**config.mk**
```make
export PLATFORM = sky130hd
export DESIGN_NAME = spin_coupled_triple_index_expander_top
export DESIGN_NICKNAME = d
export VERILOG_FILES = /design/src/rtl/core/scte_pkg.sv /design/src/rtl/core/spin_coupled_triple_index_expander_top.sv /design/src/rtl/core/scte_front.sv /design/src/rtl/core/scte_queue.sv /design/src/rtl/core/scte_back.sv
export SDC_FILE = /design/constraint.sdc
export NUM_CORES = 1
export LEC_CHECK = 0
export BUFFER_PORTS_ARGS = -buffer_cell sky130_fd_sc_hd__buf_2
export CAP_MARGIN = 0
export CORE_ASPECT_RATIO = 1.25
export CORE_MARGIN = 10
export CORE_UTILIZATION = 60
export DETAILED_ROUTE_END_ITERATION = 8
export HOLD_SLACK_MARGIN = 0.06
export PLACE_DENSITY_LB_ADDON = 0.25
export SLEW_MARGIN = 20
export SYNTH_ARGS = -nofsm -noshare
export SYNTH_HDL_FRONTEND = slang
export SYNTH_SLANG_ARGS = --single-unit
```
**constraint.sdc**
```tcl
create_clock -name i_clk -period 13.04 [get_ports i_clk]
set_input_delay 1.956 -clock i_clk [delete_from_list [all_inputs] [get_ports i_clk]]
set_output_delay 1.956 -clock i_clk [all_outputs]
set_load 0.1 [all_outputs]
```
**src/rtl/core/scte_pkg.sv**
```systemverilog
// Shared types, widths and elaboration-time helpers for the spin-coupled
// triple index expander: queue entry layout, coefficient codes, binomial tables.
// No dependencies.
`default_nettype none

package scte_pkg;

    localparam int ORB_W       = 5;
    localparam int IDX_W       = 14;
    localparam int COEF_W      = 16;
    localparam int CFG_W       = 6;
    localparam logic [CFG_W-1:0] CFG_RESET = 6'd32;
    localparam int TAB_AW      = 7;
    localparam int TAB_DEPTH   = 1 << TAB_AW;
    localparam int QUEUE_DEPTH = 4;
    localparam int QUEUE_AW    = $clog2(QUEUE_DEPTH);

    // coefficient magnitude codes, sign travels separately
    typedef enum logic [2:0] {
        MAG_ZERO,
        MAG_ONE,
        MAG_HALF,
        MAG_H3,
        MAG_H2,
        MAG_H6
    } t_mag;

    typedef struct packed {
        logic             two_terms;
        logic             term_valid;
        logic [IDX_W-1:0] idx0;
        t_mag             mag0;
        logic             neg0;
        logic [IDX_W-1:0] idx1;
        t_mag             mag1;
        logic             neg1;
    } t_qent;

    typedef logic [IDX_W-1:0] t_tab [0:TAB_DEPTH-1];

    function automatic t_tab build_c2();
        t_tab tab;
        for (int i = 0; i < TAB_DEPTH; i++) begin
            tab[i] = (i < 2) ? '0 : IDX_W'((i * (i - 1)) / 2);
        end
        return tab;
    endfunction

    function automatic t_tab build_c3();
        t_tab tab;
        for (int i = 0; i < TAB_DEPTH; i++) begin
            tab[i] = (i < 3) ? '0 : IDX_W'((i * (i - 1) * (i - 2)) / 6);
        end
        return tab;
    endfunction

    localparam t_tab C2_TAB = build_c2();
    localparam t_tab C3_TAB = build_c3();

    // rounded integer square root, evaluated at elaboration only
    function automatic logic [63:0] isqrt_round(input logic [63:0] x_in);
        logic [63:0] x;
        logic [63:0] r;
        logic [63:0] b;
        x = x_in;
        r = '0;
        b = 64'd1 << 62;
        for (int i = 0; i < 32; i++) begin
            if (x >= r + b) begin
                x = x - (r + b);
                r = (r >> 1) + b;
            end else begin
                r = r >> 1;
            end
            b = b >> 2;
        end
        if (x > r) begin
            r = r + 64'd1;
        end
        return r;
    endfunction

    function automatic logic [COEF_W-1:0] sat_coef(input logic [63:0] mag, input logic neg);
        logic signed [64:0] v;
        v = neg ? -$signed({1'b0, mag}) : $signed({1'b0, mag});
        if (v > 65'sd32767) begin
            return 16'h7fff;
        end else if (v < -65'sd32768) begin
            return 16'h8000;
        end
        return v[COEF_W-1:0];
    endfunction

endpackage

`default_nettype wire

```
**src/rtl/core/spin_coupled_triple_index_expander_top.sv**
```systemverilog
// Top level of the spin-coupled triple index expander: configuration register,
// front end, queue and term emitter. Uses scte_pkg, scte_front, scte_queue, scte_back.
`default_nettype none

// Each accepted item (spin block, pair spin, three orbitals) expands into one
// or two terms of packed basis index and Q-format coefficient; terms of one item
// leave back to back, the final one with tlast. The single output register
// emits one term per cycle while the sink is ready; the input takes an item
// every cycle while the four-entry queue between the classifier and the
// emitter has room. An item passes through the classifier register, the queue
// and the output register before its first term is presented. Illegal states
// or orbitals at or above the configured count give one term with tuser low,
// index and coefficient zero. Write the orbital count only while idle.
module spin_coupled_triple_index_expander_top #(
    parameter int MAX_SPATIAL_ORBITALS = 32,
    parameter int COEF_FRACTION_BITS   = 14
) (
    input  wire logic                        i_clk,
    input  wire logic                        i_rst_n,
    input  wire logic                        i_cfg_wr_en,
    input  wire logic [scte_pkg::CFG_W-1:0]  i_cfg_wr_data,   // spatial_orbitals
    input  wire logic                        i_s_tvalid,
    output logic                             o_s_tready,
    // [4:0] orbital_first, [9:5] orbital_second, [14:10] orbital_third, [15] zero
    input  wire logic [15:0]                 i_s_tdata,
    // [0] spin_block, [1] pair_spin
    input  wire logic [1:0]                  i_s_tuser,
    output logic                             o_m_tvalid,
    input  wire logic                        i_m_tready,
    // [13:0] basis_index, [29:14] coefficient, [31:30] zero
    output logic [31:0]                      o_m_tdata,
    // [0] term_valid
    output logic                             o_m_tuser,
    output logic                             o_m_tlast
);

    localparam int NW = $clog2(MAX_SPATIAL_ORBITALS + 1);

    logic [scte_pkg::CFG_W-1:0]   r_spatial_orbitals;
    logic [NW-1:0]                n_orb;
    logic                         q_push, q_pop, q_full, q_empty;
    scte_pkg::t_qent              q_in, q_head;
    logic [scte_pkg::IDX_W-1:0]   out_index;
    logic [scte_pkg::COEF_W-1:0]  out_coef;

    always_ff @(posedge i_clk) begin
        if (!i_rst_n) begin
            r_spatial_orbitals <= scte_pkg::CFG_RESET;
        end else if (i_cfg_wr_en) begin
            r_spatial_orbitals <= i_cfg_wr_data;
        end
    end

    // clamp the orbital count to what the block is built for
    assign n_orb = (32'(r_spatial_orbitals) > 32'(MAX_SPATIAL_ORBITALS))
                 ? NW'(MAX_SPATIAL_ORBITALS) : NW'(r_spatial_orbitals);

    scte_front #(
        .MAX_SPATIAL_ORBITALS(MAX_SPATIAL_ORBITALS)
    ) u_front (
        .i_clk            (i_clk),
        .i_rst_n          (i_rst_n),
        .i_n              (n_orb),
        .i_valid          (i_s_tvalid),
        .o_ready          (o_s_tready),
        .i_spin_block     (i_s_tuser[0]),
        .i_pair_spin      (i_s_tuser[1]),
        .i_orbital_first  (i_s_tdata[4:0]),
        .i_orbital_second (i_s_tdata[9:5]),
        .i_orbital_third  (i_s_tdata[14:10]),
        .i_full           (q_full),
        .o_push           (q_push),
        .o_entry          (q_in)
    );

    scte_queue u_queue (
        .i_clk   (i_clk),
        .i_rst_n (i_rst_n),
        .i_push  (q_push),
        .i_entry (q_in),
        .i_pop   (q_pop),
        .o_full  (q_full),
        .o_empty (q_empty),
        .o_head  (q_head)
    );

    scte_back #(
        .COEF_FRACTION_BITS(COEF_FRACTION_BITS)
    ) u_back (
        .i_clk        (i_clk),
        .i_rst_n      (i_rst_n),
        .i_head       (q_head),
        .i_empty      (q_empty),
        .o_pop        (q_pop),
        .i_m_tready   (i_m_tready),
        .o_m_tvalid   (o_m_tvalid),
        .o_term_valid (o_m_tuser),
        .o_index      (out_index),
        .o_coef       (out_coef),
        .o_last       (o_m_tlast)
    );

    assign o_m_tdata = {2'b00, out_coef, out_index};

    // an invalid state is always a lone, all-zero term
    a_invalid_lone: assert property (@(posedge i_clk) disable iff (!i_rst_n)
        (o_m_tvalid && !o_m_tuser) |-> (o_m_tlast && o_m_tdata == '0))
        else $error("invalid term not last or not zero");

    // the second term of an expansion follows right after the first
    a_second_follows: assert property (@(posedge i_clk) disable iff (!i_rst_n)
        (o_m_tvalid && i_m_tready && !o_m_tlast) |=> o_m_tvalid)
        else $error("second term did not follow");

    // only valid states expand into two terms
    a_pair_valid: assert property (@(posedge i_clk) disable iff (!i_rst_n)
        (o_m_tvalid && !o_m_tlast) |-> o_m_tuser)
        else $error("non-final term marked invalid");

endmodule

`default_nettype wire

```
**src/rtl/core/scte_front.sv**
```systemverilog
// Front end: accepts items, classifies the orbital ordering into term recipes,
// then resolves packed indices and pushes one queue entry per item. Uses scte_pkg.
`default_nettype none

module scte_front #(
    parameter int MAX_SPATIAL_ORBITALS = 32
) (
    input  wire logic                              i_clk,
    input  wire logic                              i_rst_n,
    input  wire logic [$clog2(MAX_SPATIAL_ORBITALS+1)-1:0] i_n,
    input  wire logic                              i_valid,
    output logic                                   o_ready,
    input  wire logic                              i_spin_block,
    input  wire logic                              i_pair_spin,
    input  wire logic [scte_pkg::ORB_W-1:0]        i_orbital_first,
    input  wire logic [scte_pkg::ORB_W-1:0]        i_orbital_second,
    input  wire logic [scte_pkg::ORB_W-1:0]        i_orbital_third,
    input  wire logic                              i_full,
    output logic                                   o_push,
    output scte_pkg::t_qent                        o_entry
);

    localparam int NW = $clog2(MAX_SPATIAL_ORBITALS + 1);
    localparam int CW = (NW > scte_pkg::ORB_W) ? NW : scte_pkg::ORB_W;
    localparam int PW = scte_pkg::ORB_W + NW;
    localparam int QW = 2 * NW;
    localparam int OW = scte_pkg::ORB_W;
    localparam int XW = scte_pkg::IDX_W;
    localparam int TW = scte_pkg::TAB_AW;

    typedef enum logic [1:0] {
        OFF_NONE,
        OFF_P,
        OFF_PT
    } t_off;

    typedef struct packed {
        logic            term_valid;
        logic            two_terms;
        logic            pair0;
        t_off            off0;
        logic [OW-1:0]   x;
        logic [OW-1:0]   y;
        logic [OW-1:0]   z;
        logic [OW-1:0]   px;
        logic [OW-1:0]   py;
        scte_pkg::t_mag  mag0;
        logic            neg0;
        scte_pkg::t_mag  mag1;
        logic            neg1;
    } t_cls;

    t_cls          r_cls;
    t_cls          n_cls;
    logic          r_v1;
    logic [XW-1:0] r_pcount;
    logic [XW-1:0] r_ptcount;
    logic [XW-1:0] n_pcount;
    logic [XW-1:0] n_ptcount;

    logic [OW-1:0] a, b, c, mn, mx;
    logic          gt_ab, gt_bc, gt_ac, pn, inval;

    assign a = i_orbital_first;
    assign b = i_orbital_second;
    assign c = i_orbital_third;
    assign gt_ab = a > b;
    assign gt_bc = b > c;
    assign gt_ac = a > c;
    assign mn = gt_ab ? b : a;
    assign mx = gt_ab ? a : b;
    assign pn = gt_ab && i_pair_spin;

    assign inval = (CW'(a) >= CW'(i_n)) || (CW'(b) >= CW'(i_n)) || (CW'(c) >= CW'(i_n))
                || (a == b && b == c)
                || (!i_spin_block && a == b && i_pair_spin)
                || (i_spin_block && (!i_pair_spin || a == b || b == c || a == c));

    always_comb begin
        n_cls = '0;
        n_cls.term_valid = 1'b1;
        n_cls.off0 = OFF_NONE;
        n_cls.mag0 = scte_pkg::MAG_ONE;
        n_cls.mag1 = scte_pkg::MAG_ONE;
        if (!i_spin_block) begin
            priority if (a == b) begin
                n_cls.pair0 = 1'b1;
                n_cls.px = a;
                n_cls.py = c;
            end else if (a < b && b < c) begin
                n_cls.x = a;
                n_cls.y = b;
                n_cls.z = c;
                n_cls.off0 = i_pair_spin ? OFF_PT : OFF_P;
            end else if (gt_ab && c > mx) begin
                n_cls.x = b;
                n_cls.y = a;
                n_cls.z = c;
                n_cls.off0 = i_pair_spin ? OFF_PT : OFF_P;
                n_cls.neg0 = pn;
            end else if (c < mn) begin
                n_cls.two_terms = 1'b1;
                n_cls.x = c;
                n_cls.y = mn;
                n_cls.z = mx;
                n_cls.off0 = OFF_P;
                n_cls.mag0 = i_pair_spin ? scte_pkg::MAG_H3 : scte_pkg::MAG_HALF;
                n_cls.neg0 = !pn;
                n_cls.mag1 = i_pair_spin ? scte_pkg::MAG_HALF : scte_pkg::MAG_H3;
                n_cls.neg1 = i_pair_spin ? !pn : pn;
            end else if (c == mn) begin
                n_cls.pair0 = 1'b1;
                n_cls.px = mn;
                n_cls.py = mx;
                n_cls.mag0 = i_pair_spin ? scte_pkg::MAG_H6 : scte_pkg::MAG_H2;
                n_cls.neg0 = !pn;
            end else if (c < mx) begin
                n_cls.two_terms = 1'b1;
                n_cls.x = mn;
                n_cls.y = c;
                n_cls.z = mx;
                n_cls.off0 = OFF_P;
                n_cls.mag0 = i_pair_spin ? scte_pkg::MAG_H3 : scte_pkg::MAG_HALF;
                n_cls.neg0 = !pn;
                n_cls.mag1 = i_pair_spin ? scte_pkg::MAG_HALF : scte_pkg::MAG_H3;
                n_cls.neg1 = i_pair_spin ? pn : !pn;
            end else begin
                n_cls.pair0 = 1'b1;
                n_cls.px = mx;
                n_cls.py = mn;
                n_cls.mag0 = i_pair_spin ? scte_pkg::MAG_H6 : scte_pkg::MAG_H2;
                n_cls.neg0 = i_pair_spin ? pn : !pn;
            end
        end else begin
            // sort the three distinct orbitals, sign from permutation parity
            n_cls.x = (gt_ab ? b : a) < c ? (gt_ab ? b : a) : c;
            n_cls.z = (gt_ab ? a : b) > c ? (gt_ab ? a : b) : c;
            if (gt_ab ^ gt_ac) begin
                n_cls.y = a;
            end else if (!gt_ab ^ gt_bc) begin
                n_cls.y = b;
            end else begin
                n_cls.y = c;
            end
            n_cls.neg0 = gt_ab ^ gt_bc ^ gt_ac;
        end
        if (inval) begin
            n_cls = '0;
            n_cls.off0 = OFF_NONE;
            n_cls.mag0 = scte_pkg::MAG_ZERO;
            n_cls.mag1 = scte_pkg::MAG_ZERO;
        end
    end

    assign o_ready = !r_v1 || !i_full;
    assign o_push  = r_v1 && !i_full;

    always_ff @(posedge i_clk) begin
        if (!i_rst_n) begin
            r_v1 <= 1'b0;
        end else if (o_ready) begin
            r_v1 <= i_valid;
        end
    end

    always_ff @(posedge i_clk) begin
        if (o_ready && i_valid) begin
            r_cls <= n_cls;
        end
        r_pcount  <= n_pcount;
        r_ptcount <= n_ptcount;
    end

    // block offsets follow the orbital count; the user must change it only while idle, the block does not enforce this
    logic [NW-1:0] nm1;
    logic [TW-1:0] n7;
    assign nm1 = i_n - NW'(1);
    assign n7  = TW'(i_n);
    assign n_pcount  = XW'(QW'(i_n) * QW'(nm1));
    assign n_ptcount = n_pcount + scte_pkg::C3_TAB[n7];

    // index resolution on the classified item
    logic [TW-1:0] x7, y7;
    logic [XW-1:0] rank, pair_idx, off0_val;
    logic [PW-1:0] prod;
    logic [OW-1:0] adj;

    assign x7 = TW'(r_cls.x);
    assign y7 = TW'(r_cls.y);
    assign rank = scte_pkg::C3_TAB[n7] - scte_pkg::C3_TAB[n7 - x7]
                + scte_pkg::C2_TAB[n7 - x7 - TW'(1)] - scte_pkg::C2_TAB[n7 - y7]
                + XW'(r_cls.z) - XW'(r_cls.y) - XW'(1);
    assign prod = PW'(r_cls.px) * PW'(nm1);
    assign adj  = (r_cls.py < r_cls.px) ? r_cls.py : r_cls.py - OW'(1);
    assign pair_idx = XW'(prod) + XW'(adj);

    always_comb begin
        unique case (r_cls.off0)
            OFF_P:   off0_val = r_pcount;
            OFF_PT:  off0_val = r_ptcount;
            default: off0_val = '0;
        endcase
    end

    always_comb begin
        o_entry.two_terms  = r_cls.two_terms;
        o_entry.term_valid = r_cls.term_valid;
        o_entry.idx0 = !r_cls.term_valid ? '0 : (r_cls.pair0 ? pair_idx : rank + off0_val);
        o_entry.mag0 = r_cls.mag0;
        o_entry.neg0 = r_cls.neg0;
        o_entry.idx1 = rank + r_ptcount;
        o_entry.mag1 = r_cls.mag1;
        o_entry.neg1 = r_cls.neg1;
    end

endmodule

`default_nettype wire

```
**src/rtl/core/scte_queue.sv**
```systemverilog
// Short register queue that decouples the front end from the term emitter.
// Holds scte_pkg::t_qent entries. Uses scte_pkg.
`default_nettype none

module scte_queue (
    input  wire logic            i_clk,
    input  wire logic            i_rst_n,
    input  wire logic            i_push,
    input  wire scte_pkg::t_qent i_entry,
    input  wire logic            i_pop,
    output logic                 o_full,
    output logic                 o_empty,
    output scte_pkg::t_qent      o_head
);

    localparam int AW = scte_pkg::QUEUE_AW;

    scte_pkg::t_qent  r_mem [0:scte_pkg::QUEUE_DEPTH-1];
    logic [AW-1:0]    r_wr_ptr;
    logic [AW-1:0]    r_rd_ptr;
    logic [AW:0]      r_count;

    assign o_full  = r_count == (AW+1)'(scte_pkg::QUEUE_DEPTH);
    assign o_empty = r_count == '0;
    assign o_head  = r_mem[r_rd_ptr];

    always_ff @(posedge i_clk) begin
        if (!i_rst_n) begin
            r_wr_ptr <= '0;
            r_rd_ptr <= '0;
            r_count  <= '0;
        end else begin
            if (i_push) begin
                r_wr_ptr <= r_wr_ptr + AW'(1);
            end
            if (i_pop) begin
                r_rd_ptr <= r_rd_ptr + AW'(1);
            end
            unique case ({i_push, i_pop})
                2'b10:   r_count <= r_count + (AW+1)'(1);
                2'b01:   r_count <= r_count - (AW+1)'(1);
                default: r_count <= r_count;
            endcase
        end
    end

    always_ff @(posedge i_clk) begin
        if (i_push) begin
            r_mem[r_wr_ptr] <= i_entry;
        end
    end

endmodule

`default_nettype wire

```
**src/rtl/core/scte_back.sv**
```systemverilog
// Back end: walks the one or two terms of the queue head into the output
// register and turns coefficient codes into saturated fixed point. Uses scte_pkg.
`default_nettype none

module scte_back #(
    parameter int COEF_FRACTION_BITS = 14
) (
    input  wire logic                         i_clk,
    input  wire logic                         i_rst_n,
    input  wire scte_pkg::t_qent              i_head,
    input  wire logic                         i_empty,
    output logic                              o_pop,
    input  wire logic                         i_m_tready,
    output logic                              o_m_tvalid,
    output logic                              o_term_valid,
    output logic [scte_pkg::IDX_W-1:0]        o_index,
    output logic [scte_pkg::COEF_W-1:0]       o_coef,
    output logic                              o_last
);

    localparam int F = COEF_FRACTION_BITS;
    localparam logic [63:0] M_ONE  = 64'd1 << F;
    localparam logic [63:0] M_HALF = 64'd1 << (F - 1);
    localparam logic [63:0] M_H3   = scte_pkg::isqrt_round(64'd3 << (2 * F - 2));
    localparam logic [63:0] M_H2   = scte_pkg::isqrt_round(64'd1 << (2 * F - 1));
    localparam logic [63:0] M_H6   = scte_pkg::isqrt_round(64'd6 << (2 * F - 2));

    localparam logic [15:0] P_ONE  = scte_pkg::sat_coef(M_ONE, 1'b0);
    localparam logic [15:0] N_ONE  = scte_pkg::sat_coef(M_ONE, 1'b1);
    localparam logic [15:0] P_HALF = scte_pkg::sat_coef(M_HALF, 1'b0);
    localparam logic [15:0] N_HALF = scte_pkg::sat_coef(M_HALF, 1'b1);
    localparam logic [15:0] P_H3   = scte_pkg::sat_coef(M_H3, 1'b0);
    localparam logic [15:0] N_H3   = scte_pkg::sat_coef(M_H3, 1'b1);
    localparam logic [15:0] P_H2   = scte_pkg::sat_coef(M_H2, 1'b0);
    localparam logic [15:0] N_H2   = scte_pkg::sat_coef(M_H2, 1'b1);
    localparam logic [15:0] P_H6   = scte_pkg::sat_coef(M_H6, 1'b0);
    localparam logic [15:0] N_H6   = scte_pkg::sat_coef(M_H6, 1'b1);

    logic                          r_sel;
    logic                          r_valid;
    logic                          r_term_valid;
    logic [scte_pkg::IDX_W-1:0]    r_index;
    logic [scte_pkg::COEF_W-1:0]   r_coef;
    logic                          r_last;

    logic                          load, is_last, neg;
    scte_pkg::t_mag                mag;
    logic [scte_pkg::IDX_W-1:0]    idx;
    logic [scte_pkg::COEF_W-1:0]   coef;

    assign is_last = r_sel || !i_head.two_terms;
    assign load    = !i_empty && (!r_valid || i_m_tready);
    assign o_pop   = load && is_last;
    assign mag     = r_sel ? i_head.mag1 : i_head.mag0;
    assign neg     = r_sel ? i_head.neg1 : i_head.neg0;
    assign idx     = r_sel ? i_head.idx1 : i_head.idx0;

    always_comb begin
        unique case (mag)
            scte_pkg::MAG_ONE:  coef = neg ? N_ONE : P_ONE;
            scte_pkg::MAG_HALF: coef = neg ? N_HALF : P_HALF;
            scte_pkg::MAG_H3:   coef = neg ? N_H3 : P_H3;
            scte_pkg::MAG_H2:   coef = neg ? N_H2 : P_H2;
            scte_pkg::MAG_H6:   coef = neg ? N_H6 : P_H6;
            default:            coef = '0;
        endcase
    end

    always_ff @(posedge i_clk) begin
        if (!i_rst_n) begin
            r_sel   <= 1'b0;
            r_valid <= 1'b0;
        end else begin
            if (load) begin
                r_valid <= 1'b1;
                r_sel   <= !is_last;
            end else if (i_m_tready) begin
                r_valid <= 1'b0;
            end
        end
    end

    always_ff @(posedge i_clk) begin
        if (load) begin
            r_term_valid <= i_head.term_valid;
            r_index      <= idx;
            r_coef       <= coef;
            r_last       <= is_last;
        end
    end

    assign o_m_tvalid   = r_valid;
    assign o_term_valid = r_term_valid;
    assign o_index      = r_index;
    assign o_coef       = r_coef;
    assign o_last       = r_last;

endmodule

`default_nettype wire

```
==> impl_metrics.toml <==
[critical_path]
crit_arrival_ns = 11.50
reg2reg_depth = 38
timing.critical_path.from_type = "flip-flop"
timing.critical_path.mode_cell = "sky130_fd_sc_hd__inv_1"
biggest_cell_delay_along_the_critical_path_ns = 0.64
startpoint_to_endpoint_class_of_the_critical_path = "reg2reg"
cp_slowest_cell = "sky130_fd_sc_hd__ha_1"
timing.rr.start = "r_spatial_orbitals[5]"
end_kind = "flip-flop"
timing.critical_path.required_ns = 13.36
r2r_end = "u_queue.r_mem[3][35]"
rrSetupSlack_ns = 1.85
timing.critical_path.fanout_max = 47

[sta]
achievable-frequency_mhz = 89.4
maxSlewHeadroom_pct = 31.1
shortest_period_the_worst_path_allows_ns = 11.19
finalHoldViolCount = 0
grt_setup_unrepaired = "false"
tightest_slew_ns = 1.03
drv_slew = 0
setup_viol = 0
worst_clock_skew_ns = 0.0287
setup_tns_ns = 0
fin_crit_sh_pct = 85.8

[cts]
cts_root_buffer = "sky130_fd_sc_hd__clkbuf_16"
cts_setup_buffers = 0
holdBufCountCts = 0
clockBufferDepth = 3
numClockSinks = 245
tritoncts = "yes"
tritoncts.num_buffers = 25
htree_num_levels = 1
clock_insertion_delay_worst_skew_ns = 0.55
post_cts.resized_instances = 0
clk_pin_slew_worst_paths_ns = 0.06

[logic_synthesis]
syn_avg_cell_area_sq_um = 9.21
synth.top_cell.area_share_pct = 28.2
synth.ff_latch_count = 245
synth_warn = 0
synth_seq_area_share_pct = 32.1
post-synth-top-area-cell = "sky130_fd_sc_hd__edfxtp_1"
synth_area_sq_um = 21500
async_s_r_ff_share_synth_pct = 0
netlist_top_cells_area = "sky130_fd_sc_hd__edfxtp_1, sky130_fd_sc_hd__ha_1, sky130_fd_sc_hd__fa_1"
synth_cells = 2340
yosys.cell_types.count = 84
synth-edff-count = 202
dominantRegCellSynth = "sky130_fd_sc_hd__edfxtp_1"

[finish]
number_of_antenna_repair_diodes = 0
mostFrequentLayoutCells = "sky130_fd_sc_hd__nand2_1, sky130_fd_sc_hd__inv_1, sky130_fd_sc_hd__ha_1, sky130_fd_sc_hd__edfxtp_1, sky130_fd_sc_hd__nor2_1"
area_growth_syn_to_layout_pct = 6.77
mostFrequentLayoutCell = "sky130_fd_sc_hd__nand2_1"
layout.cell_area.non_filler_sq_um = 23000
drive_above_1_share_pct = 8.52
finish.net_count = 2627

[worst_hold_path]
holdPathStages = 2
hold_class = "reg2reg"
min_from = "u_back.o_m_tvalid"
whs_endpoint = "u_back.o_m_tvalid"

[floorplan]
boundaryPins = 65
design.core.area_sq_um = 35500
design.die.area_sq_um = 43900
placementRows = 77
floorplan.die.height_um = 232
initial_core_util_pct = 60.8
die-width_um = 189

[drt]
dr_total_vias = 18000
drt_iter0_drc = 1619
detail_route.wl_per_cell_um = 20.6
antenna_left = 0
firstDrtPassIters = 6
detail_route.vias_per_cell = 6.42
detail_route.drc_violations = 0
routed_wl_mm = 58.0

[grt]
grt_overflow_total = 0
grt_start_max_net_pins = 62
antenna_found_initial = 0
grt_use_total_pct = 25.7
grt_pass1_vias = 17700
grt_pass1_wl_mm = 92.6

[placed_design]
post_dp_cell_area_sq_um = 22200
gp_congestion = 0.998
dp_hpwl_mm = 42.4
port_buffers = 61

[run]
cap_viol_max_count = 0

[status]
run_status = "finished clean"
-- critical path: cells and delay by family (launching register included) --
family | cells | cell delay [ns]
XOR/XNOR | 1 | 0.12
AND/OR/NAND/NOR | 9 | 2.43
adder cells (fa/ha/maj) | 8 | 3.72
flip-flops | 1 | 0.29
multiplexers | 1 | 0.11
AO/OA/AOI/OAI | 9 | 1.55
buffers and inverters | 10 | 2.69
-- synth_stat cells (36+ instances only) --
| cell | n |
|---|---|
| sky130_fd_sc_hd__nor3_1 | 46 |
| sky130_fd_sc_hd__a21oi_1 | 156 |
| sky130_fd_sc_hd__nand2_1 | 220 |
| sky130_fd_sc_hd__xnor2_1 | 60 |
| sky130_fd_sc_hd__nand3_1 | 46 |
| sky130_fd_sc_hd__dfxtp_1 | 43 |
| sky130_fd_sc_hd__nor2_1 | 177 |
| sky130_fd_sc_hd__mux4_2 | 36 |
| sky130_fd_sc_hd__clkbuf_1 | 113 |
| sky130_fd_sc_hd__inv_1 | 212 |
| sky130_fd_sc_hd__edfxtp_1 | 202 |
| sky130_fd_sc_hd__nor2b_1 | 38 |
| sky130_fd_sc_hd__o21ai_0 | 153 |
| sky130_fd_sc_hd__ha_1 | 206 |
| sky130_fd_sc_hd__fa_1 | 75 |
-- flip-flops by register name, summed over array words and instances, names as in the netlist, named ones only --
register	flops
u_front.o_entry	7
u_queue.r_mem	140
u_back.o_index	14
u_front.r_ptcount	14
u_queue.r_wr_ptr	2
r_spatial_orbitals	6
u_front.r_pcount	11
u_front.r_cls	28
u_queue.r_count	3
u_back.o_last	1
u_back.o_coef	11
u_back.o_term_valid	1
u_back.o_m_tvalid	1
u_queue.r_rd_ptr	2
u_back.r_sel	1
u_front.r_v1	1
-- worst max path at each step --
stage / startpoint / slack, ns / to
floorplan: r_spatial_orbitals[5] / 3.49 / u_queue.r_mem[0][35]
global route: r_spatial_orbitals[5] / 1.16 / u_queue.r_mem[0][35]
detailed placement: r_spatial_orbitals[5] / 2.10 / u_queue.r_mem[0][35]
finish: r_spatial_orbitals[5] / 1.85 / u_queue.r_mem[3][35]
global placement: r_spatial_orbitals[5] / 2.30 / u_queue.r_mem[0][35]
CTS: r_spatial_orbitals[5] / 2.00 / u_queue.r_mem[3][35]
-- final cells by class --
class / count / area, sq um
inverters: 214 / 803
clock inverters: 14 / 164
multi-input cells: 1736 / 13300
flip-flops and latches: 245 / 6930
well taps: 474 / 593
repair buffers: 95 / 581
fillers: 2956 / 12400
clock buffers: 31 / 648
-- metal layers --
layer | part of all wire (%) | vias to the layer above | track usage [%]
met3 | 6.2 | 188 | 2.75
met2 | 50 | 765 | 45.7
met1 | 39 | 8700 | 30.8
met4 | 4.6 | 0 | 11.4
li1 | - | 8387 | -
met5 | 0 | - | 0
-- logic make-up (layout without fill, tap and decap cells) --
logic type / after synthesis / count (layout) / share of synthesized area, %
other: 1 / 3 / 0.0174
XOR/XNOR: 93 / 93 / 3.98
AO/OA/AOI/OAI: 646 / 646 / 19.5
AND/OR/NAND/NOR: 651 / 651 / 13.9
multiplexers: 62 / 62 / 4.98
flip-flops: 245 / 245 / 32.1
adder cells (fa/ha/maj): 281 / 281 / 18.9
buffers and inverters: 361 / 354 / 6.53
-- per-stage QoR --
| step | setup slack, ns | util, % | instances | hold slack (ns) |
|---|---|---|---|---|
| after floorplan | 3.49 | - | 2342 | 0.459 |
| after global placement | 2.30 | 62.5 | 2763 | 0.461 |
| after detailed placement | 2.10 | 62.5 | 2763 | 0.480 |
| after CTS | 2.00 | 64.8 | 2808 | 0.493 |
| after global routing | 1.16 | 64.9 | 2809 | 0.530 |
| final | 1.85 | 64.9 | 2809 | 0.485 |
Power is not shown: default switching activity piles up to over one toggle a cycle in this logic, so the estimate is an artifact.
